## src/hdl/bat_pkg.sv

```systemverilog
// ----------------------------------------------------------------------------
// Bearing angle package
// Shared widths, turn constants, quadrant flags and the CORDIC arctangent
// table for the two-point bearing unit.
// ----------------------------------------------------------------------------
package bat_pkg;

  localparam int COORD_WIDTH  = 16;
  localparam int CORDIC_STEPS = 16;
  localparam int ANGLE_WIDTH  = 16;

  localparam int ATAN_ENTRIES = 24;
  localparam int NUM_STEPS    = (CORDIC_STEPS < ATAN_ENTRIES) ? CORDIC_STEPS : ATAN_ENTRIES;

  localparam int DIFF_WIDTH = COORD_WIDTH + 1;
  localparam int MAG_WIDTH  = COORD_WIDTH;
  localparam int XY_WIDTH   = COORD_WIDTH + CORDIC_STEPS + 3;
  localparam int TURN_WIDTH = 32;
  localparam int Z_WIDTH    = TURN_WIDTH + 1;

  localparam logic [TURN_WIDTH-1:0] TURN_QUARTER  = 32'h4000_0000;
  localparam logic [TURN_WIDTH-1:0] TURN_3QUARTER = 32'hC000_0000;
  localparam logic [TURN_WIDTH-1:0] ROUND_HALF    =
    TURN_WIDTH'(64'd1 << (TURN_WIDTH - 1 - ANGLE_WIDTH));

  typedef struct packed {
    logic dx_neg;
    logic dx_zero;
    logic dy_pos;
    logic dy_zero;
  } quad_t;

  function automatic logic [Z_WIDTH-1:0] atan_entry(input int idx);
    logic [31:0] val;
    case (idx)
      0:       val = 32'd536870912;
      1:       val = 32'd316933406;
      2:       val = 32'd167458907;
      3:       val = 32'd85004756;
      4:       val = 32'd42667331;
      5:       val = 32'd21354465;
      6:       val = 32'd10679838;
      7:       val = 32'd5340245;
      8:       val = 32'd2670163;
      9:       val = 32'd1335087;
      10:      val = 32'd667544;
      11:      val = 32'd333772;
      12:      val = 32'd166886;
      13:      val = 32'd83443;
      14:      val = 32'd41722;
      15:      val = 32'd20861;
      16:      val = 32'd10430;
      17:      val = 32'd5215;
      18:      val = 32'd2608;
      19:      val = 32'd1304;
      20:      val = 32'd652;
      21:      val = 32'd326;
      22:      val = 32'd163;
      23:      val = 32'd81;
      default: val = 32'd0;
    endcase
    return Z_WIDTH'(val);
  endfunction

endpackage

```

## src/hdl/bat_prep.sv

```systemverilog
// ----------------------------------------------------------------------------
// Bearing angle input stage
// Forms the point difference, its magnitudes scaled to the CORDIC format and
// the quadrant flags, and registers them.
// ----------------------------------------------------------------------------
module bat_prep (
  input  logic                                     clk_i,
  input  logic                                     rst_ni,
  input  logic                                     adv_i,
  input  logic                                     valid_i,
  input  logic signed [bat_pkg::COORD_WIDTH-1:0]   a_x_i,
  input  logic signed [bat_pkg::COORD_WIDTH-1:0]   a_y_i,
  input  logic signed [bat_pkg::COORD_WIDTH-1:0]   b_x_i,
  input  logic signed [bat_pkg::COORD_WIDTH-1:0]   b_y_i,
  output logic                                     valid_o,
  output logic signed [bat_pkg::XY_WIDTH-1:0]      x_o,
  output logic signed [bat_pkg::XY_WIDTH-1:0]      y_o,
  output bat_pkg::quad_t                           quad_o
);
  import bat_pkg::*;

  logic signed [DIFF_WIDTH-1:0] dx, dy;
  logic signed [DIFF_WIDTH-1:0] dx_abs, dy_abs;
  logic [MAG_WIDTH-1:0]         mag_x, mag_y;
  logic                         valid_q;
  logic signed [XY_WIDTH-1:0]   x_q, y_q;
  quad_t                        quad_d, quad_q;

  always_comb begin
    dx     = DIFF_WIDTH'(a_x_i) - DIFF_WIDTH'(b_x_i);
    dy     = DIFF_WIDTH'(a_y_i) - DIFF_WIDTH'(b_y_i);
    dx_abs = dx[DIFF_WIDTH-1] ? -dx : dx;
    dy_abs = dy[DIFF_WIDTH-1] ? -dy : dy;
    mag_x  = dx_abs[MAG_WIDTH-1:0];
    mag_y  = dy_abs[MAG_WIDTH-1:0];
    quad_d.dx_neg  = dx[DIFF_WIDTH-1];
    quad_d.dx_zero = (dx == '0);
    quad_d.dy_pos  = !dy[DIFF_WIDTH-1] && (dy != '0);
    quad_d.dy_zero = (dy == '0);
  end

  always_ff @(posedge clk_i or negedge rst_ni) begin
    if (!rst_ni) begin
      valid_q <= 1'b0;
    end else if (adv_i) begin
      valid_q <= valid_i;
    end
  end

  always_ff @(posedge clk_i) begin
    if (adv_i && valid_i) begin
      x_q    <= XY_WIDTH'({mag_x, {CORDIC_STEPS{1'b0}}});
      y_q    <= XY_WIDTH'({mag_y, {CORDIC_STEPS{1'b0}}});
      quad_q <= quad_d;
    end
  end

  assign valid_o = valid_q;
  assign x_o     = x_q;
  assign y_o     = y_q;
  assign quad_o  = quad_q;

endmodule

```

## config.mk

```make
export PLATFORM = sky130hd
export DESIGN_NAME = bat_prep
export DESIGN_NICKNAME = d
export VERILOG_FILES = /design/src/hdl/bat_pkg.sv /design/src/hdl/bat_prep.sv
export SDC_FILE = /design/constraint.sdc
export NUM_CORES = 1
export LEC_CHECK = 0
export BUFFER_PORTS_ARGS = -buffer_cell sky130_fd_sc_hd__clkbuf_2
export CAP_MARGIN = 20
export CORE_MARGIN = 8
export CORE_UTILIZATION = 50
export DETAILED_ROUTE_END_ITERATION = 7
export PLACE_DENSITY = 0.8
export RECOVER_POWER = 100
export SETUP_SLACK_MARGIN = 0.5
export SYNTH_ARGS = -nofsm -noshare
export SYNTH_HDL_FRONTEND = slang
export SYNTH_SLANG_ARGS = --single-unit
```

## constraint.sdc

```tcl
create_clock -name clk_i -period 1.7 [get_ports clk_i]
set_input_delay 0.085 -clock clk_i [delete_from_list [all_inputs] [get_ports clk_i]]
set_output_delay 0.085 -clock clk_i [all_outputs]
set_load 0.005 [all_outputs]
```

## After elaboration in Yosys (flattened, before gate mapping)

Index checks and enable logic that the tools add are counted.

| operators by class | value |
|---|---|
| $add $sub $neg | 4 |
| multiply operators | 0 |
| divide/modulo/power cells | 0 |
| $lt $le $gt $ge | 0 |
| equal/unequal tests | 0 |
| shifts and indexed selects | 0 |
| muxes and demuxes | 2 |
| bitwise gates (word level) | 0 |
| reduce and logical (&&, ||, !) cells | 6 |

Operator list:

| kind | count |
|---|---|
| $logic_not 17->1 | 2 |
| $sub 16x16->17 | 2 |
| $mux 16 | 2 |
| $neg 16->16 | 2 |
| $reduce_bool 17->1 | 1 |
| $logic_and 1x1->1 | 2 |
| $logic_not 1->1 | 1 |

| storage, ports and cells | value |
|---|---|
| register bits after elaboration | 37 |
| bits in latches | 0 |
| bits in writable memories | 0 |
| bits in read-only memories | 0 |
| bits of input ports | 68 |
| output and inout bits | 75 |
| word-level logic and storage cells | 19 |
| memories kept | 0 |

## Depth between registers and ports, before layout

| logic depth | value |
|---|---|
| depth in word-level cells | 3 |
| depth in mapped cells | 13 |
| depth with buffers taken out | 12 |

## Worst setup path before layout

Ideal clock, no wire load.

| timing path | value |
|---|---|
| kind | input -> register |
| start | in a_y_i[0] (netlist bit) |
| end | reg quad_q (netlist bit quad_o[1]), data pin |
| library setup time | 0.254 ns |
| arrival | 2.668 ns |
| slack | -1.223 ns |
| cell stages on the path | 12 |
| path buffers | 0 |
| cells stage by stage | inv_1 > ha_1 > inv_1 > fa_1 > a21o_1 > a22oi_2 > nor2b_1 > xnor2_1 > nand4bb_4 > or3_4 > or4_4 > o21a_1 |

RTL lines:

| element | RTL line | text |
|---|---|---|
| from (decl) | bat_prep.sv:12 | `input logic signed [bat_pkg::COORD_WIDTH-1:0] a_y_i,` |
| to (signal assigned) | bat_prep.sv:54 | `quad_q <= quad_d;` |
| to (decl) | bat_prep.sv:27 | `quad_t quad_d, quad_q;` |

==> qor.txt <==
Status -> finished with violations
Failing checks -> setup timing
Asr flop ratio synth -> 2.70%
Worst-path fanout max -> 3
Syn Area/Cell -> 8.84 sq um
Synth cell types -> 64
Detailed Route Iter0 Violations -> 326
Max-cap check violation count -> 0
Clock Skews -> 0 ps
Fin worst setup slack -> -1170 ps
Drt wl/cell -> 19.9 microns
Die Ht -> 104 microns
Core ar. -> 7610 sq um
Syn Inst Count -> 437
Die width -> 104 microns
Tmin final -> 2870 ps
Slew Viols, Final -> 0
Power density cells -> 734 nW/um^2
First-pass GRT wire length -> 20500 microns
Final Util -> 82.5%
Final hold violations -> 0
Number of routed nets with antenna violations -> 0
Initial antenna violation count -> 0
Tot Pwr -> 0.00461 W
Crit path launch type -> primary input
Global placement routability congestion -> 0.928
Yosys reg bits -> 37
1st-pass router iterations -> 5
RSZ-0062 raised after global routing -> yes
CP Data Required Time -> 1750 ps
Syn-to-layout area delta -> 62.4%
Initial core utilization -> 50.8%
Routed vias/inst -> 5.79
Slowest stage delay, CP -> 490 ps
WP data arrival -> 2910 ps
Htree depth -> 2
Crit Path Category -> primary input to register
Actual slew at the worst max-slew pin -> 854 ps
Final worst-path cycle share -> 169%
Seq/Total Area, Yosys -> 28.6%
Pin count of the biggest net entering global routing -> 24
Setup slack at placement -> -1380 ps
HPWL Detailed -> 9140 microns
Worst min path class -> primary input to register
YS warnings -> 0
Clock Path Buffers -> 2
Delay-heaviest family, CP -> simple AND/OR/NAND/NOR gates
DR vias -> 4633
Setup Viol. Count Final -> 34
Final hold slack -> 50.7 ps
FMAX -> 349 MHz
Port Buf Inserts -> 104
Cell leakage power -> 2.93 nW
Clk root buf -> clkbuf_8
Final WL -> 15900 microns
Critical Path Sink Type -> register
GR Overflow Total -> 0
Main synth FF type -> edfxtp_1
Worst-Skew Late Latency -> 280 ps
Diode count -> 0
DRC viols -> 0
Share of cells above drive strength 1 -> 48.1%
Die area -> 10800 sq um
Max-slew headroom -> 43.0%
Nets -> 801
Gr usage total -> 22.1%
CTS tree -> built
Synthesized area -> 3860 sq um
CP Cell Sequence -> clkbuf_16, inv_12, ha_4, inv_2, fa_2, buf_4, buf_4, xnor2_2, nand2_1, nor3_2, nand2_1, or3_4, or4_4, o21a_1
Crit-path slowest cell -> or4_4
Row cnt -> 32
Number of synthesized flops with an enable pin -> 36
Maximum vdd drop -> 0.000357 V
Clock sink total -> 37
Top Ports -> 143
CTS clk-pin slew, worst paths -> 70 ps
CTS Buf Count -> 5
Buffer and inverter count on the worst path -> 5
Vias in the first global route -> 4580
## power by group
group,internal (W),switching [W]
logic,0.00136,0.00139
registers,0.00120,0.0000416
clock network,0.000283,0.000329
## timing repair
| item | in CTS | in global routing |
|---|---|---|
| gates resized for setup | 41 | 52 |
| hold buffers | 1 | 0 |
| pin swaps | 42 | 31 |
| cloned | 0 | 1 |
| setup buffers | 16 | 10 |
| endpoints found under the setup margin | 34 | 34 |
| hold endpoints to repair | 1 | 0 |
## layout make-up
type                    count  area, sq um
clock buffers               5         68.8
fillers                   408         1330
well taps                 102          128
inverters                  45          199
repair buffers            262         1780
clock inverters             3         17.5
flip-flops and latches     37         1110
multi-input cells         346         2980
## per-stage QoR
step | TNS (ps) | instance area (sq um) | cells
2_1_floorplan | -19090 | 4270 | 474
3_3_place_gp | -32530 | 5570 | 764
3_5_place_dp | -35090 | 5570 | 764
4_1_cts | -20800 | 6000 | 789
5_1_grt | -27580 | 6280 | 800
6_report | -26290 | 6280 | 800
## worst paths after layout
path,start,end,slack [ps],cells after the start
min in group asynchronous,rst_ni,valid_o$_DFFE_PN0P_,100,2
setup / recovery,a_y_i[0],quad_o[1]$_DFFE_PP_,-1170,14
hold / removal,valid_i,valid_o$_DFFE_PN0P_,50,2
max in group asynchronous,rst_ni,valid_o$_DFFE_PN0P_,1490,2
setup reg to reg,valid_o$_DFFE_PN0P_,valid_o$_DFFE_PN0P_,950,1
hold reg to reg,valid_o$_DFFE_PN0P_,valid_o$_DFFE_PN0P_,520,1
## cells in the mapped netlist (2+ instances only)
cell type	count	share of area, %
inv_1	44	4.3
buf_4	38	7.4
edfxtp_1	36	28
xnor2_1	35	7.9
ha_1	34	11
a21oi_1	30	3.9
nand2_1	28	2.7
nor2_1	28	2.7
o21ai_0	16	2.1
a21o_1	12	2.3
xor2_1	12	2.7
a211oi_1	9	1.7
nor3_1	9	1.2
nand3_1	8	1.0
and3_1	7	1.1
a31oi_1	6	0.97
o21a_1	6	1.2
clkbuf_1	5	0.49
nand2b_1	4	0.65
o211ai_1	4	0.78
o21ai_1	4	0.52
and2_1	3	0.49
nand4_1	3	0.49
nor2b_1	3	0.49
nor3b_1	3	0.58
o31a_1	3	0.68
o31ai_1	3	0.58
or2_2	3	0.49
buf_2	2	0.26
fa_1	2	1.0
mux2_2	2	0.58
o22ai_1	2	0.32
or3_4	2	0.58
## layer usage
metal | part of all wire (%) | GRT usage, %
met2 | 48 | 39.7
met3 | 9.3 | 5.20
met1 | 36 | 24.4
met4 | 7.2 | 9.00
met5 | 0 | 0
## sequential cells by signal, indices dropped and copies added, names as in the netlist
name,flops
valid_o,1
x_o,16
y_o,16
quad_o,4
## kinds of logic (layout without fill, tap and decap cells)
kind of cell,count (synthesis),in the layout,synth area share (%)
buffers and inverters,91,315,12.8
and+or+nand+nor,108,108,14.7
muxes,2,2,0.583
DFF,37,37,28.6
adders and majority gates,36,36,12.0
AOI/OAI and AO/OA,113,113,19.6
xor gates and xnor gates,49,49,11.5
other,1,38,0.0971
## placed cells by master, fill, tap and decap left out, drive strengths merged, types with 13 or more instances in the layout
cell type,synthesis,routed
edfxtp,36,36
nand2,28,28
ha,34,34
conb,1,38
xor2,13,13
xnor2,36,36
a21o,13,13
o21ai,20,20
nor2,29,29
a21oi,30,30
clkbuf,5,109
buf,41,157
inv,44,44
(Power assumes the default switching activity.)
