==> src/hdl/bat_pkg.sv <==
// ----------------------------------------------------------------------------
// Bearing angle package
// Shared widths, turn constants, quadrant flags and the CORDIC arctangent
// table for the two-point bearing unit.
// ----------------------------------------------------------------------------
package bat_pkg;

  localparam int COORD_WIDTH  = 16;
  localparam int CORDIC_STEPS = 16;
  localparam int ANGLE_WIDTH  = 16;

  localparam int ATAN_ENTRIES = 24;
  localparam int NUM_STEPS    = (CORDIC_STEPS < ATAN_ENTRIES) ? CORDIC_STEPS : ATAN_ENTRIES;

  localparam int DIFF_WIDTH = COORD_WIDTH + 1;
  localparam int MAG_WIDTH  = COORD_WIDTH;
  localparam int XY_WIDTH   = COORD_WIDTH + CORDIC_STEPS + 3;
  localparam int TURN_WIDTH = 32;
  localparam int Z_WIDTH    = TURN_WIDTH + 1;

  localparam logic [TURN_WIDTH-1:0] TURN_QUARTER  = 32'h4000_0000;
  localparam logic [TURN_WIDTH-1:0] TURN_3QUARTER = 32'hC000_0000;
  localparam logic [TURN_WIDTH-1:0] ROUND_HALF    =
    TURN_WIDTH'(64'd1 << (TURN_WIDTH - 1 - ANGLE_WIDTH));

  typedef struct packed {
    logic dx_neg;
    logic dx_zero;
    logic dy_pos;
    logic dy_zero;
  } quad_t;

  function automatic logic [Z_WIDTH-1:0] atan_entry(input int idx);
    logic [31:0] val;
    case (idx)
      0:       val = 32'd536870912;
      1:       val = 32'd316933406;
      2:       val = 32'd167458907;
      3:       val = 32'd85004756;
      4:       val = 32'd42667331;
      5:       val = 32'd21354465;
      6:       val = 32'd10679838;
      7:       val = 32'd5340245;
      8:       val = 32'd2670163;
      9:       val = 32'd1335087;
      10:      val = 32'd667544;
      11:      val = 32'd333772;
      12:      val = 32'd166886;
      13:      val = 32'd83443;
      14:      val = 32'd41722;
      15:      val = 32'd20861;
      16:      val = 32'd10430;
      17:      val = 32'd5215;
      18:      val = 32'd2608;
      19:      val = 32'd1304;
      20:      val = 32'd652;
      21:      val = 32'd326;
      22:      val = 32'd163;
      23:      val = 32'd81;
      default: val = 32'd0;
    endcase
    return Z_WIDTH'(val);
  endfunction

endpackage

==> src/hdl/bat_cordic.sv <==
// ----------------------------------------------------------------------------
// Bearing angle CORDIC pipeline
// Vectoring CORDIC in the first quadrant, one register stage per iteration,
// accumulating the arctangent in units of a full turn over 2^32.
// ----------------------------------------------------------------------------
module bat_cordic (
  input  logic                                clk_i,
  input  logic                                rst_ni,
  input  logic                                adv_i,
  input  logic                                valid_i,
  input  logic signed [bat_pkg::XY_WIDTH-1:0] x_i,
  input  logic signed [bat_pkg::XY_WIDTH-1:0] y_i,
  input  bat_pkg::quad_t                      quad_i,
  output logic                                valid_o,
  output logic signed [bat_pkg::Z_WIDTH-1:0]  z_o,
  output bat_pkg::quad_t                      quad_o
);
  import bat_pkg::*;

  logic                       valid_s [0:NUM_STEPS];
  logic signed [Z_WIDTH-1:0]  z_s     [0:NUM_STEPS];
  quad_t                      quad_s  [0:NUM_STEPS];
  logic signed [XY_WIDTH-1:0] x_s     [0:NUM_STEPS-1];
  logic signed [XY_WIDTH-1:0] y_s     [0:NUM_STEPS-1];

  assign valid_s[0] = valid_i;
  assign z_s[0]     = '0;
  assign quad_s[0]  = quad_i;
  assign x_s[0]     = x_i;
  assign y_s[0]     = y_i;

  for (genvar i = 0; i < NUM_STEPS; i++) begin : g_step
    logic                      rot_down;
    logic signed [Z_WIDTH-1:0] z_d;
    logic signed [Z_WIDTH-1:0] z_q;
    logic                      valid_q;
    quad_t                     quad_q;

    assign rot_down = !y_s[i][XY_WIDTH-1];
    assign z_d      = rot_down ? z_s[i] + $signed(atan_entry(i))
                               : z_s[i] - $signed(atan_entry(i));

    always_ff @(posedge clk_i or negedge rst_ni) begin
      if (!rst_ni) begin
        valid_q <= 1'b0;
      end else if (adv_i) begin
        valid_q <= valid_s[i];
      end
    end

    always_ff @(posedge clk_i) begin
      if (adv_i && valid_s[i]) begin
        z_q    <= z_d;
        quad_q <= quad_s[i];
      end
    end

    assign valid_s[i+1] = valid_q;
    assign z_s[i+1]     = z_q;
    assign quad_s[i+1]  = quad_q;

    if (i < NUM_STEPS - 1) begin : g_vec
      logic signed [XY_WIDTH-1:0] xs, ys, x_d, y_d, x_q, y_q;

      always_comb begin
        xs = x_s[i] >>> i;
        ys = y_s[i] >>> i;
        if (rot_down) begin
          x_d = x_s[i] + ys;
          y_d = y_s[i] - xs;
        end else begin
          x_d = x_s[i] - ys;
          y_d = y_s[i] + xs;
        end
      end

      always_ff @(posedge clk_i) begin
        if (adv_i && valid_s[i]) begin
          x_q <= x_d;
          y_q <= y_d;
        end
      end

      assign x_s[i+1] = x_q;
      assign y_s[i+1] = y_q;
    end
  end

  assign valid_o = valid_s[NUM_STEPS];
  assign z_o     = z_s[NUM_STEPS];
  assign quad_o  = quad_s[NUM_STEPS];

endmodule

==> config.mk <==
export PLATFORM = sky130hd
export DESIGN_NAME = bat_cordic
export DESIGN_NICKNAME = d
export VERILOG_FILES = /design/src/hdl/bat_pkg.sv /design/src/hdl/bat_cordic.sv
export SDC_FILE = /design/constraint.sdc
export NUM_CORES = 2
export LEC_CHECK = 0
export BUFFER_PORTS_ARGS = -buffer_cell sky130_fd_sc_hd__buf_2
export CORE_MARGIN = 4
export CORE_UTILIZATION = 40
export CTS_BUF_LIST = sky130_fd_sc_hd__clkbuf_16
export DETAILED_ROUTE_END_ITERATION = 12
export PLACE_DENSITY = 0.52
export SETUP_SLACK_MARGIN = 0.5
export SLEW_MARGIN = 20
export SYNTH_ARGS = -nofsm -noshare
export SYNTH_HDL_FRONTEND = slang
export SYNTH_SLANG_ARGS = --single-unit
==> constraint.sdc <==
create_clock -name clk_i -period 6.9 [get_ports clk_i]
set_clock_uncertainty 0.2 [all_clocks]
set_input_delay 0.69 -clock clk_i [delete_from_list [all_inputs] [get_ports clk_i]]
set_output_delay 0.69 -clock clk_i [all_outputs]
set_load 0.05 [all_outputs]
# Word level (Yosys, flattened, before mapping)
# Cells that the tools add are included.
op_classes:
  mux: 45
  reduce_logical: 16
  n_addsub: 87
op_table:
  columns: ["op", "n"]
  rows:
  - ["2-to-1 mux 35 bit", 29]
  - ["2-to-1 mux 33 bit", 16]
  - ["adder 35 x 22 -> 35 bit", 2]
  - ["adder 35 x 23 -> 35 bit", 2]
  - ["adder 35 x 24 -> 35 bit", 2]
  - ["adder 35 x 25 -> 35 bit", 2]
  - ["adder 35 x 26 -> 35 bit", 2]
  - ["adder 35 x 27 -> 35 bit", 2]
  - ["adder 35 x 28 -> 35 bit", 2]
  - ["adder 35 x 29 -> 35 bit", 2]
  - ["adder 35 x 30 -> 35 bit", 2]
  - ["adder 35 x 31 -> 35 bit", 2]
  - ["adder 35 x 32 -> 35 bit", 2]
  - ["adder 35 x 33 -> 35 bit", 2]
  - ["adder 35 x 34 -> 35 bit", 2]
  - ["subtractor 35 x 22 -> 35 bit", 2]
  - ["subtractor 35 x 23 -> 35 bit", 2]
  - ["subtractor 35 x 24 -> 35 bit", 2]
  - ["subtractor 35 x 25 -> 35 bit", 2]
  - ["subtractor 35 x 26 -> 35 bit", 2]
  - ["subtractor 35 x 27 -> 35 bit", 2]
  - ["subtractor 35 x 28 -> 35 bit", 2]
  - ["subtractor 35 x 29 -> 35 bit", 2]
  - ["subtractor 35 x 30 -> 35 bit", 2]
  - ["39 further kinds", 59]
totals:
  elab_cells: 273
  inputBits: 78
  reg_bits: 1623

# Logic depth before layout (Yosys ltp)
depth:
  word_depth: 2
  depth_mapped: 23
  mapped_depth_nobuf: 22

# Least setup slack after synthesis
# Ideal clock, no wire load.
synth_timing:
  kind: "reg2reg"
  from: "register g_step[3].g_vec.x_q[8]"
  to: "register g_step[4].g_vec.y_q[32] (data pin)"
  slack_ns: 2.052
  setup_time_ns: 0.258
  path_stages_with_launch: 16
  t_required_ns: 6.442
  arrival_ns: 4.390
  path_cell_list: "edfxtp_1 -> or3_1 -> nor4_1 -> nand2_1 -> nor4_1 -> nor2_1 -> xnor2_1 -> ha_1 -> a2111oi_0 -> nor3b_1 -> a21oi_1 -> a2111oi_2 -> o41ai_1 -> a2111oi_0 -> a21oi_1 -> xnor2_1"
synth_between:
  elab_chain_len: 2
synth_rtl:
  columns: ["item", "line", "source"]
  rows:
  - ["start, declared", "bat_cordic.sv:63", "logic signed [XY_WIDTH-1:0] xs, ys, x_d, y_d, x_q, y_q;"]
  - ["start signal, assigned", "bat_cordic.sv:79", "x_q <= x_d;"]
  - ["subtractor 35 x 31 -> 35 bit or adder 35 x 31 -> 35 bit (tied branches)", "bat_cordic.sv:70, bat_cordic.sv:73", null]
  - ["2-to-1 mux 35 bit *", "bat_cordic.sv:68", "if (rot_down) begin"]
  - ["net g_step[4].g_vec.y_d[32]", "bat_cordic.sv:63", null]
  - ["end signal, assigned", "bat_cordic.sv:80", "y_q <= y_d;"]
  - ["end, declared", "bat_cordic.sv:63", null]
# Mark *: on every way through the listed nets, which the timed path passes. The rest lies on a longest branch.
# A chain may end at the register's enable or synchronous reset.

# Final worst setup path
layout_timing:
  from: "register g_step[6].g_vec.y_q[34]"
  to: "register g_step[7].g_vec.y_q[34] (data pin)"
layout_between:
  elab_chain_len: 2
layout_rtl:
  columns: ["item", "line"]
  rows:
  - ["start, declared", "bat_cordic.sv:63"]
  - ["start signal, assigned", "bat_cordic.sv:80"]
  - ["subtractor 35 x 28 -> 35 bit or adder 35 x 28 -> 35 bit (tied branches)", "bat_cordic.sv:70, bat_cordic.sv:73"]
  - ["2-to-1 mux 35 bit *", "bat_cordic.sv:68"]
  - ["net g_step[7].g_vec.y_d[34]", "bat_cordic.sv:63"]
  - ["end signal, assigned", "bat_cordic.sv:80"]
  - ["end, declared", "bat_cordic.sv:63"]
# Marked as above.

==> results.yml <==
setup_path:
  worst_setup_path_end_kind: "register"
  worst-setup-path-type: "register to register"
  worstPathArrival_ns: 6.52
  regToRegStartpoint: "g_step[6].g_vec.y_q[34]"
  reg2reg_to: "g_step[7].g_vec.y_q[34]"
  critical_path_required_ns: 7.30
  cp-start-kind: "register"
  rr_worst_depth: 15
  path_max_fanout: 20
  regToRegSetupSlack_ns: 0.78
synthesis:
  synth_warnings: 0
  synth_largest_area_cell: "edfxtp_1"
  synth.cell_area_sq_um: 128100
  synth.most_common_cell: "edfxtp_1"
  synthesis.instances: 13530
  yosys_register_bits: 1499
  yosysSeqAreaShare_pct: 35.08
  postSynthAreaPerCell_sq_um: 9.471
  yosys.area.top_type_share_pct: 34.76
  share_of_synthesized_flip_flops_with_an_asynchronous_set_or_reset_pct: 1.067
  synth.lib_cells_used.distinct: 89
  netlist_top_cells_count: "edfxtp_1 (1483), a21oi_1 (1472), ha_1 (1466)"
  cell_types_with_the_largest_area_share_after_synthesis: "edfxtp_1 (35%), ha_1 (14%), xnor2_1 (8.6%)"
  synth-main-ff-cell: "edfxtp_1"
  number_of_enable_flip_flop_cells_after_synthesis: 1483
  postSynthNetCount: 15110
detailed_routing:
  drtPass1Iterations: 8
  drtIter0Drc: 7610
  via_count: 101800
  post-route-drc-count: 0
  routed_wl_um: 378500
  vias_per_cell: 5.639
  drtAntennaViolNets: 0
  wire_per_inst_um: 20.97
min_path:
  hold-path-cell-count: 4
  end_point_of_the_worst_hold_path: "g_step[0].g_vec.y_q[0]"
  hold_path.class: "primary input to register"
  hold_start: "x_i[0]"
layout:
  fillers: 30460
  area.growth.synth_to_final_pct: 9.507
  post_route_cells_drive_above_1_share_pct: 4.687
  layout.nets: 15300
  seqCellArea_sq_um: 44930
  post_route_cell_area_sq_um: 140300
  multiInputGateArea_sq_um: 80160
status:
  outcome: "completed"
run:
  maxCapViolations: 0
global_route:
  grt_antenna_before_repair: 7
  grt_first_pass_wirelength_um: 582100
  grt_max_degree: 107
  grt_usage_pct: 22.07
  first_global_vias: 97780
  grt_overflow_total: 0
place:
  routabilityCongestion: 0.9251
  placement.cell_area_sq_um: 133800
  detail_placement_hpwl_um: 304300
  portBuffers: 114
clocking:
  cts.root.buffer_cell: "clkbuf_16"
  post_cts_resize_count: 0
  clock_sinks: 1499
  cts.reportedPaths.clkPinSlew_ns: 0.06
  cts_buffer_depth: 4
  cts-hold-fix-buffers: 10
  clock_latency_ns: 0.91
  postCtsSetupBuffers: 0
  cts_buffers: 190
  htree_num_levels: 4
  cts_tree: "yes"
timing:
  grt_setup_unrepaired: "false"
  max_freq_mhz: 163.5
  final-hold-violation-count: 0
  setup_tns_ns: 0
  max_slew.worst_pin.slew_ns: 1.101
  timing.final.crit_share_pct: 88.66
  maxSlewViolCount: 0
  endpoints_failing_setup: 0
  timing.max_slew.rel_slack_pct: 26.08
  finalWorstPathRequiredPeriod_ns: 6.118
floorplanning:
  die_width_um: 573.9
  floorplan.initialDensity_pct: 40.25
  fp-row-count: 207
  die_h_um: 573.9
  io_pins: 116
  fp.dieArea_sq_um: 329400
  area_of_the_core_sq_um: 318300
placed cells by master (no fill, tap or decap), drive strengths merged, types with 212 or more instances in the layout:
cell	count
edfxtp	1483
a21oi	1473
nand2	687
a21o	710
nor2	1251
nor3	342
nand3	212
inv	625
xnor2	1260
ha	1466
o21ai	609
nand2b	232
xor2	678
state kept, by name (all words and copies together) (netlist names):
name / count
g_step.g_vec.x_q: 475
g_step.z_q: 421
g_step.g_vec.y_q: 491
g_step.quad_q: 60
quad_o: 4
g_step.valid_q: 15
valid_o: 1
z_o: 32
metal layers:
| metal | part of all wire [%] | routed length, um | global-route usage, % |
|---|---|---|---|
| met1 | 48 | 183200 | 31.80 |
| met2 | 45 | 169300 | 35.53 |
| met3 | 4.4 | 16640 | 2.254 |
| met4 | 2.5 | 9341 | 5.317 |
| met5 | 0.011 | 40 | 0 |
final cells by class:
| cell class | instances | area share [%] |
|---|---|---|
| antenna | 7 | 0.01249 |
| sequential | 1499 | 32.03 |
| inverter | 597 | 1.597 |
| timing repair buffer | 213 | 0.9954 |
| clock inverter | 154 | 1.071 |
| tap | 4180 | 3.728 |
| multi-input combinational | 11210 | 57.14 |
| clock buffer | 192 | 3.425 |
cells by family (layout without fill, tap and decap cells):
logic type      Yosys count  count (layout)  synth area share (%)
other cells               1               8              0.002927
xor+xnor               1938            1938                 13.25
buf+inv                 815            1156                 2.399
fa+ha+maj              1505            1505                 14.93
flops                  1499            1499                 35.08
compound gates         4063            4063                 20.12
mux                      75              75                0.6339
simple gates           3630            3630                 13.60
critical path, cell delays in order (launching register included):
cell and delay (ns):
edfxtp_1 0.97, clkinv_1 0.69, o41ai_1 0.25, xnor2_1 0.23
ha_1 0.28, a21o_1 0.19, a21oi_1 0.23, o21ai_0 0.13
a2111oi_0 0.74, o21ai_0 0.38, and2_1 0.27, o211ai_1 0.30
a31oi_1 0.17, o21bai_1 0.20, a21oi_1 0.13, xor2_1 0.44
stage by stage:
stage | worst slack, ns | hold WS, ns | std cells | utilization (%)
finish | 0.7822 | 0.1266 | 18050 | 44.07
global route | 0.5777 | 0.1004 | 18050 | 44.07
CTS | 1.021 | 0.04255 | 18050 | 44.05
detailed placement | 0.9989 | 0.2045 | 17690 | 42.04
global placement | 1.177 | 0.2011 | 17690 | 42.04
floorplan | 2.052 | 0.1944 | 13530 | -
worst max-delay path by stage:
stage	start	endpoint	depth (start not counted)
floorplan	g_step[3].g_vec.x_q[8]	g_step[4].g_vec.y_q[32]	15
global placement	g_step[6].g_vec.y_q[34]	g_step[7].g_vec.y_q[32]	15
detailed placement	g_step[6].g_vec.y_q[34]	g_step[7].g_vec.y_q[34]	15
CTS	g_step[6].g_vec.y_q[34]	g_step[7].g_vec.y_q[34]	15
global route	g_step[2].g_vec.y_q[8]	g_step[3].g_vec.x_q[32]	18
finish	g_step[6].g_vec.y_q[34]	g_step[7].g_vec.y_q[34]	15
Power is not shown: default switching activity piles up to over one toggle a cycle in this logic, so the estimate is an artifact.
