--- src/hdl/bat_pkg.sv ---
// ----------------------------------------------------------------------------
// Bearing angle package
// Shared widths, turn constants, quadrant flags and the CORDIC arctangent
// table for the two-point bearing unit.
// ----------------------------------------------------------------------------
package bat_pkg;

  localparam int COORD_WIDTH  = 16;
  localparam int CORDIC_STEPS = 16;
  localparam int ANGLE_WIDTH  = 16;

  localparam int ATAN_ENTRIES = 24;
  localparam int NUM_STEPS    = (CORDIC_STEPS < ATAN_ENTRIES) ? CORDIC_STEPS : ATAN_ENTRIES;

  localparam int DIFF_WIDTH = COORD_WIDTH + 1;
  localparam int MAG_WIDTH  = COORD_WIDTH;
  localparam int XY_WIDTH   = COORD_WIDTH + CORDIC_STEPS + 3;
  localparam int TURN_WIDTH = 32;
  localparam int Z_WIDTH    = TURN_WIDTH + 1;

  localparam logic [TURN_WIDTH-1:0] TURN_QUARTER  = 32'h4000_0000;
  localparam logic [TURN_WIDTH-1:0] TURN_3QUARTER = 32'hC000_0000;
  localparam logic [TURN_WIDTH-1:0] ROUND_HALF    =
    TURN_WIDTH'(64'd1 << (TURN_WIDTH - 1 - ANGLE_WIDTH));

  typedef struct packed {
    logic dx_neg;
    logic dx_zero;
    logic dy_pos;
    logic dy_zero;
  } quad_t;

  function automatic logic [Z_WIDTH-1:0] atan_entry(input int idx);
    logic [31:0] val;
    case (idx)
      0:       val = 32'd536870912;
      1:       val = 32'd316933406;
      2:       val = 32'd167458907;
      3:       val = 32'd85004756;
      4:       val = 32'd42667331;
      5:       val = 32'd21354465;
      6:       val = 32'd10679838;
      7:       val = 32'd5340245;
      8:       val = 32'd2670163;
      9:       val = 32'd1335087;
      10:      val = 32'd667544;
      11:      val = 32'd333772;
      12:      val = 32'd166886;
      13:      val = 32'd83443;
      14:      val = 32'd41722;
      15:      val = 32'd20861;
      16:      val = 32'd10430;
      17:      val = 32'd5215;
      18:      val = 32'd2608;
      19:      val = 32'd1304;
      20:      val = 32'd652;
      21:      val = 32'd326;
      22:      val = 32'd163;
      23:      val = 32'd81;
      default: val = 32'd0;
    endcase
    return Z_WIDTH'(val);
  endfunction

endpackage

--- src/hdl/bat_quadrant.sv ---
// ----------------------------------------------------------------------------
// Bearing angle output stage
// Applies the quadrant rules and the axis special cases to the arctangent,
// rounds to the output angle width and holds the result register.
// ----------------------------------------------------------------------------
module bat_quadrant (
  input  logic                                clk_i,
  input  logic                                rst_ni,
  input  logic                                adv_i,
  input  logic                                valid_i,
  input  logic signed [bat_pkg::Z_WIDTH-1:0]  z_i,
  input  bat_pkg::quad_t                      quad_i,
  output logic                                valid_o,
  output logic [bat_pkg::ANGLE_WIDTH-1:0]     angle_o,
  output logic                                coincident_o
);
  import bat_pkg::*;

  logic [TURN_WIDTH-1:0]  t, full, rounded;
  logic                   coinc_d;
  logic [ANGLE_WIDTH-1:0] angle_d;
  logic                   valid_q;
  logic [ANGLE_WIDTH-1:0] angle_q;
  logic                   coinc_q;

  always_comb begin
    coinc_d = quad_i.dx_zero && quad_i.dy_zero;
    if (quad_i.dx_zero) begin
      t = TURN_QUARTER;
    end else if (quad_i.dy_zero) begin
      t = '0;
    end else begin
      t = z_i[TURN_WIDTH-1:0];
    end
    if (!quad_i.dx_neg && !quad_i.dy_pos) begin
      full = TURN_QUARTER - t;
    end else if (!quad_i.dx_neg && !quad_i.dx_zero) begin
      full = TURN_QUARTER + t;
    end else if (quad_i.dy_pos) begin
      full = TURN_3QUARTER - t;
    end else begin
      full = TURN_3QUARTER + t;
    end
    rounded = full + ROUND_HALF;
    angle_d = coinc_d ? '0 : rounded[TURN_WIDTH-1 -: ANGLE_WIDTH];
  end

  always_ff @(posedge clk_i or negedge rst_ni) begin
    if (!rst_ni) begin
      valid_q <= 1'b0;
    end else if (adv_i) begin
      valid_q <= valid_i;
    end
  end

  always_ff @(posedge clk_i) begin
    if (adv_i && valid_i) begin
      angle_q <= angle_d;
      coinc_q <= coinc_d;
    end
  end

  assign valid_o      = valid_q;
  assign angle_o      = angle_q;
  assign coincident_o = coinc_q;

endmodule

--- config.mk ---
export PLATFORM = sky130hd
export DESIGN_NAME = bat_quadrant
export DESIGN_NICKNAME = d
export VERILOG_FILES = /design/src/hdl/bat_pkg.sv /design/src/hdl/bat_quadrant.sv
export SDC_FILE = /design/constraint.sdc
export NUM_CORES = 1
export LEC_CHECK = 0
export CAP_MARGIN = 20
export CORE_AREA = 2 2 92 50
export DETAILED_ROUTE_END_ITERATION = 7
export DIE_AREA = 0 0 94 52
export DONT_BUFFER_PORTS = 1
export PLACE_DENSITY_LB_ADDON = 0.1
export RECOVER_POWER = 50
export SETUP_SLACK_MARGIN = 0.15
export SLEW_MARGIN = 20
export SYNTH_ARGS = -nofsm -noshare
export SYNTH_HDL_FRONTEND = slang
export SYNTH_SLANG_ARGS = --single-unit
--- constraint.sdc ---
create_clock -name clk_i -period 0.8 [get_ports clk_i]
set_input_delay 0 -clock clk_i [delete_from_list [all_inputs] [get_ports clk_i]]
set_output_delay 0 -clock clk_i [all_outputs]
set_load 0.02 [all_outputs]
[Word level (Yosys, flattened, before mapping)]
Index checks and enable logic that the tools add are counted.
Word-level totals
  input bits: 41
  output and inout port bits: 18
  bits in registers: 18
  logic and storage cells: 20
Cells by class
  reduce and logical (&&, ||, !) cells: 7
  multiplexer cells: 5
  $add $sub $neg: 5
Operators by type and width (count)
  2-to-1 mux 32 bit: 5
  adder 31 x 32 -> 32 bit (first input constant): 1
  adder 32 x 16 -> 32 bit (second input constant): 1
  adder 32 bit (first input constant): 1
  subtractor 31 x 32 -> 32 bit (first input constant): 1
  subtractor 32 bit (first input constant): 1
  logical AND 1 bit: 4
  logical NOT 1 bit: 3

[Longest topological paths before layout]
Gate-level depths: netlist of the first run.
  word-level depth: 7
  gate-level depth with buffers: 12
  gate-level depth less buffers: 10

[Worst setup path before layout of the first run]
OpenSTA, ideal clock, no wires.
  path kind: in2reg
  from: input port quad_i[3] in the netlist's numbering
  to: register angle_q[13] (netlist: angle_o[13]), data pin
  buffers on the path: 1
  setup slack: -1529 ps
  library setup time: 258 ps
  data required time: 542 ps
  stages: 9
  data arrival time: 2071 ps
  cell sequence: buf_6 > nor2b_1 > or2_1 > or4_4 > a31oi_4 > nand4b_2 > nor4b_4 > nand3_1 > xor2_1
On the way
  longest elaborated chain between the ends: 5
  elaborated cells on any way between the ends: 6
  classes of those cells: add/sub (1); mux (2); reduce/logical (3)
Ends and longest elaborated chain
  start, declared: line bat_quadrant.sv:12  | input bat_pkg::quad_t quad_i,
  logical NOT 1 bit *: line bat_quadrant.sv:35, bat_quadrant.sv:37
  logical AND 1 bit: line bat_quadrant.sv:37  | end else if (!quad_i.dx_neg && !quad_i.dx_zero) begin
  2-to-1 mux 32 bit: line bat_quadrant.sv:37
  2-to-1 mux 32 bit *: line bat_quadrant.sv:35  | if (!quad_i.dx_neg && !quad_i.dy_pos) begin
  adder 32 x 16 -> 32 bit *: line bat_quadrant.sv:44  | rounded = full + ROUND_HALF;
  end signal, assigned: line bat_quadrant.sv:58  | angle_q <= angle_d;
  end, declared: line bat_quadrant.sv:23  | logic [ANGLE_WIDTH-1:0] angle_q;
Mark *: on every way between the ends. The rest lies on a longest branch, timed or not.
A chain may end at the register's enable or synchronous reset.

[Worst setup path in the final report of the first run]
  from: input port z_i[14] in the netlist's numbering
  to: register angle_q[13] (netlist: angle_o[13]), data pin
On the way
  longest elaborated chain between the ends: 7
  elaborated cells on any way between the ends: 10
  classes of those cells: add/sub (5); mux (5)
Ends and longest elaborated chain
  start, declared: line bat_quadrant.sv:11  | input logic signed [bat_pkg::Z_WIDTH-1:0] z_i,
  2-to-1 mux 32 bit *: line bat_quadrant.sv:30  | end else if (quad_i.dy_zero) begin
  2-to-1 mux 32 bit *: line bat_quadrant.sv:28  | if (quad_i.dx_zero) begin
  adder 32 bit / subtractor 32 bit (equally long branches): line bat_quadrant.sv:42, bat_quadrant.sv:40
  2-to-1 mux 32 bit: line bat_quadrant.sv:39  | end else if (quad_i.dy_pos) begin
  2-to-1 mux 32 bit: line bat_quadrant.sv:37
  2-to-1 mux 32 bit *: line bat_quadrant.sv:35
  adder 32 x 16 -> 32 bit *: line bat_quadrant.sv:44
Marks and branches as above.

==> results of run 1 <==
-- synth_stat cells, drive strengths merged (5+ instances only) --
cell type  instances  area share [%]
nand3             12             3.7
nor3              13             3.7
edfxtp            17              29
clkbuf             6             1.3
nand4              5             2.2
nor4               8             4.4
nand2b             5             1.8
xor2              16             8.0
xnor2             13             6.5
o211ai             5             2.2
o21ai             10             2.9
nor2              14             3.0
a21oi              6             1.7
nor2b              5             1.8
nand2             19             4.1
-- worst max-delay path: stages --
cell      delay, ps
nor4_4          300
nand4_2         190
or4_4           530
a31oi_4         240
nand4b_4        140
nor4b_4         300
nand3_1         140
xor2_1          160
-- kinds of logic after synthesis --
kind of cell    count (synthesis)  synth area share [%]
fa+ha+maj                       1                0.7172
buf+inv                        10                 2.726
mux                             1                0.6456
flops                          18                 30.70
xor+xnor                       29                 14.56
compound gates                 39                 16.43
simple gates                  100                 34.22
-- sequential cells by signal (all words and copies together), names as in the netlist --
| name | cells |
|---|---|
| valid_o | 1 |
| angle_o | 16 |
| coincident_o | 1 |
-- report_power, final --
group          internal (mW)  leakage [nW]  switching (mW)  total (mW)
Combinational          0.439         0.761           0.421       0.860
Sequential              1.12         0.156           0.106        1.23
Clock                  0.437        0.0288           0.295       0.732
Total                   2.00         0.946           0.822        2.82
-- routing by layer --
metal / track usage (%) / vias up
met5: 0 / -
met4: 2.174 / 0
met3: 4.638 / 2
met2: 37.86 / 80
met1: 32.74 / 852
li1: - / 872
-- layout make-up --
type / instances / area share [%]
clock buffers: 4 / 2.106
well taps: 57 / 2.729
multi-input cells: 170 / 55.05
flip-flops and latches: 18 / 20.54
inverters: 1 / 0.1436
repair buffers: 65 / 19.44
-- worst paths after layout --
kind,from,end,slack [ps],cells after the start
max,z_i[14],angle_o[13],-1200,8
min,valid_i,valid_o,-100,1
max reg2reg,valid_o,valid_o,20,1
min reg2reg,valid_o,valid_o,530,1
max in group asynchronous,rst_ni,valid_o,190,2
min in group asynchronous,rst_ni,valid_o,500,2
-- per-stage QoR --
| step | total power [mW] | utilization [%] |
|---|---|---|
| global placement | 1.999 | 55.20 |
| finish | 2.819 | 63.02 |
| global route | 2.948 | 63.02 |
| floorplan | 1.746 | - |
| CTS | 2.826 | 61.48 |
| detailed placement | 2.017 | 55.20 |
-- what timing repair did --
item / 4_1_cts / 5_1_grt
gates cloned: 1 / 0
setup buffers: 6 / 4
pin swaps: 13 / 14
endpoints found under the hold margin: 3 / 1
gates resized for setup: 23 / 9
setup endpoints to repair: 35 / 35
==> flow_metrics.env, run 1 <==
export IMPL_rsz0062_at_grt="yes"
export IMPL_final_layout_size_suffix_gt1_share_pct=44.57
export IMPL_final_instance_count_excl_fill=315
export IMPL_pre_cts_slack_ps=-1571
export IMPL_fillers=351
export IMPL_slew_viol_final=0
export IMPL_max_cap_violations=0
export IMPL_path_max_fanout=3
export IMPL_grt_pass1_vias=1747
export IMPL_area_growth_pct=49.86
export IMPL_fin_hold_ws_ps=-97.86
export IMPL_port_buffer_count=0
export IMPL_p_leak_nw=0.9462
export IMPL_dp_cells=298
export IMPL_via_count=1806
export IMPL_drt_wl_total_um=5638
export IMPL_crit_required_ps=810
export IMPL_peakVddDrop_uv=607.5
export IMPL_synthCells=198
export IMPL_worstSetupPathType="in -> reg"
export IMPL_gp_congestion=0.9361
export IMPL_violations="hold timing, setup timing"
export IMPL_synth_seq_cells=18
export IMPL_synth_ff_type="edfxtp_1"
export IMPL_synth_edf_count=17
export IMPL_arrival_ps=2010
export IMPL_powerDensity_nw_per_um2=1078
export IMPL_met2_wirelength_um=2598
export IMPL_antenna_left=0
export IMPL_status="finished, violations left"
export IMPL_fin_crit_ps=2000
export IMPL_async_flop_share_pct=5.556
export IMPL_setup_viol_count_final=16
export IMPL_detail_route_vias_per_cell=5.733
export IMPL_yosys_warnings=0
export IMPL_nets=301
export IMPL_tightestPinTransition_ps=498.7
export IMPL_clkLatencyLatePin_ps=250
export IMPL_grt_max_degree=18
export IMPL_firstDrtPassIters=4
export IMPL_hold_violations=1
export IMPL_cts_tree="yes"
export IMPL_cts_root_buf="clkbuf_8"
export IMPL_rows=17
export IMPL_cts_hold_buf=3
export IMPL_io_pins=59
export IMPL_clock_skew_ps=0
export IMPL_mostFrequentLayoutCell="buf_4"
export IMPL_cts_htree_levels=1
export IMPL_hold_path_class="in -> reg"
export IMPL_n_antenna_cell=0
export IMPL_synth_area_per_cell_um2=8.809
export IMPL_wl_met1_um=2595
export IMPL_fin_tns_setup_ps=-16750
export IMPL_clockBufferDepth=2
export IMPL_clock_sinks=18
export IMPL_ys_seq_area_share_pct=30.70
export IMPL_end_kind="register"
export IMPL_grt_overflow=0
export IMPL_place_area_um2=2290
export IMPL_ys_types=51
export IMPL_final_seq_area_um2=536.8
export IMPL_grtUsageTotal_pct=23.05
export IMPL_layout_common_cells="buf_4, edfxtp_1, nand2_1"
export IMPL_die_y_um=52
export IMPL_wl_met3_um=441
export IMPL_die_w_um=94
export IMPL_synth_nets=240
export IMPL_highest_layer="met4"
export IMPL_multi_input_area_um2=1439
export IMPL_grt_pass1_wl_um=8680
export IMPL_timing_final_ws_setup_ps=-1200
export IMPL_finalCritPeriodShare_pct=250.0
export IMPL_start_util_pct=42.05
export IMPL_drc=0
export IMPL_detail_route_wl_per_cell_um=17.90
export IMPL_fmax_mhz=500.0
export IMPL_cts_buffers=3
export IMPL_mappedNetlistArea_um2=1744
export IMPL_fin_area_um2=2614
export IMPL_dpl_hpwl_um=4341
export IMPL_start_kind="input port"
export IMPL_clk_pin_slew_ps=70
export IMPL_core_um2=4148
export IMPL_antenna_found_initial=0
export IMPL_drtIter0Drc=149
export IMPL_slew_headroom_pct=66.52
export IMPL_die_area_um2=4888
Power figures use the tool's default switching activity.
==> run 2, diff against run 1 <==
==> constraint.sdc (replaced) <==
create_clock -name clk_i -period 0.8 [get_ports clk_i]
set_input_delay 0.12 -clock clk_i [delete_from_list [all_inputs] [get_ports clk_i]]
set_output_delay 0.12 -clock clk_i [all_outputs]
set_load 0.02 [all_outputs]
==> run 2 against run 1 <==
Compared with the run above:
- the flow finishes with violations (setup timing)
- utilization decreased by 0.84 points
- design area is 1.3% lower
- flip-flop and latch count unchanged
- via count rose by 1.7%
- sequential share of layout area is 0.28 points higher
- first-iteration DRC count shrank 44%
- critical path depth did not move
- largest power group unchanged
==> flow_metrics.env, run 2 (synthesis results as in run 1) <==
export IMPL_start_util_pct=42.05
export IMPL_antenna_left=0
export IMPL_violations="setup timing"
export IMPL_grt_pass1_wl_um=8507
export IMPL_detail_route_wl_per_cell_um=17.74
export IMPL_grt_overflow=0
export IMPL_fin_crit_ps=2121
export IMPL_die_area_um2=4888
export IMPL_final_layout_size_suffix_gt1_share_pct=42.91
export IMPL_clock_sinks=18
export IMPL_largest_register_ffs=16
export IMPL_timing_final_ws_setup_ps=-1321
export IMPL_hold_path_depth=1
export IMPL_finalCritPeriodShare_pct=265.1
export IMPL_dpl_hpwl_um=4354
export IMPL_clock_skew_ps=0
export IMPL_mostFrequentLayoutCell="buf_4"
export IMPL_drt_wl_total_um=5516
export IMPL_path_max_fanout=3
export IMPL_n_antenna_cell=0
export IMPL_firstDrtPassIters=4
export IMPL_peakVddDrop_uv=726.5
export IMPL_area_growth_pct=47.85
export IMPL_slew_headroom_pct=74.89
export IMPL_rows=17
export IMPL_gp_congestion=0.9035
export IMPL_cts_buffers=3
export IMPL_antenna_found_initial=0
export IMPL_start_kind="input port"
export IMPL_detail_route_vias_per_cell=5.904
export IMPL_die_y_um=52
export IMPL_slew_viol_final=0
export IMPL_p_leak_nw=0.9817
export IMPL_core_um2=4148
export IMPL_grt_pass1_vias=1775
export IMPL_fmax_mhz=471.6
export IMPL_drc=0
export IMPL_status="finished, violations left"
export IMPL_p_total_mw=2.712
export IMPL_nets=297
export IMPL_max_cap_violations=0
export IMPL_die_w_um=94
export IMPL_end_kind="register"
export IMPL_clockBufferDepth=2
export IMPL_cts_htree_levels=1
export IMPL_clk_pin_slew_ps=60
export IMPL_io_pins=59
export IMPL_crit_required_ps=810
export IMPL_clkLatencyLatePin_ps=250
export IMPL_setup_viol_count_final=34
export IMPL_drtIter0Drc=83
export IMPL_powerDensity_nw_per_um2=1052
export IMPL_cts_tree="yes"
export IMPL_port_buffer_count=0
export IMPL_grt_max_degree=18
export IMPL_grtUsageTotal_pct=22.70
export IMPL_worstSetupPathType="in -> reg"
export IMPL_hold_violations=0
export IMPL_r2r_cells=1
export IMPL_tightestPinTransition_ps=376.7
export IMPL_cts_root_buf="clkbuf_8"
export IMPL_final_util_pct=62.17
export IMPL_arrival_ps=2130
export IMPL_rsz0062_at_grt="yes"
export IMPL_hold_path_class="in -> reg"
export IMPL_via_count=1836
export IMPL_layout_common_cells="buf_4, edfxtp_1, xor2_1"
## run 2: critical path: stages
cell,delay (ps)
nor4_4,300
nand4_2,200
or4_4,530
a31oi_4,210
nand4b_4,140
nor4b_4,330
nand3_1,130
xor2_1,150
## run 2: final cells by class
type | count | area [um2]
well taps | 57 | 71.32
multi-input cells | 170 | 1426
flip-flops and latches | 18 | 536.8
repair buffers | 61 | 495.5
clock inverters | 1 | 3.754
clock buffers | 3 | 41.29
fillers | 349 | 1569
inverters | 1 | 3.754
## run 2: worst paths after layout
path	start	to	slack (ps)
min reg2reg	valid_o	valid_o	530
max	z_i[1]	angle_o[13]	-1320
min	valid_i	valid_o	20
max reg2reg	valid_o	valid_o	30
max in group asynchronous	rst_ni	valid_o	620
min in group asynchronous	rst_ni	valid_o	70
## run 2: repair_timing
action / in CTS / in global routing
endpoints found under the hold margin: 1 / 0
resized for setup: 14 / 22
gates cloned: 0 / 1
setup buffers: 3 / 6
hold buffers: 1 / 0
pin swaps: 11 / 24
setup endpoints to repair: 35 / 35
## run 2: through the flow
stage	instances	hold WS (ps)	setup WS, ps	instance area, um2	TNS (ps)
2_1_floorplan	198	-175.6	-1550	1897	-19720
3_5_place_dp	296	-175.6	-1620	2266	-22330
6_report	311	21.88	-1321	2579	-18360
4_1_cts	304	19.31	-1334	2424	-18100
5_1_grt	311	16.28	-1405	2579	-19720
3_3_place_gp	296	-175.6	-1600	2266	-21840
## run 2: layer usage
metal | up-vias | GRT usage (%) | part of all wire, %
met4 | 0 | 2.899 | 0.85
met2 | 80 | 36.07 | 45
met3 | 4 | 7.681 | 8.2
met5 | - | 0 | 0
li1 | 870 | - | -
met1 | 882 | 30.98 | 46
## run 2: report_power, final
part / internal (mW) / switching (mW)
registers: 1.12 / 0.108
logic: 0.439 / 0.414
clock network: 0.341 / 0.290
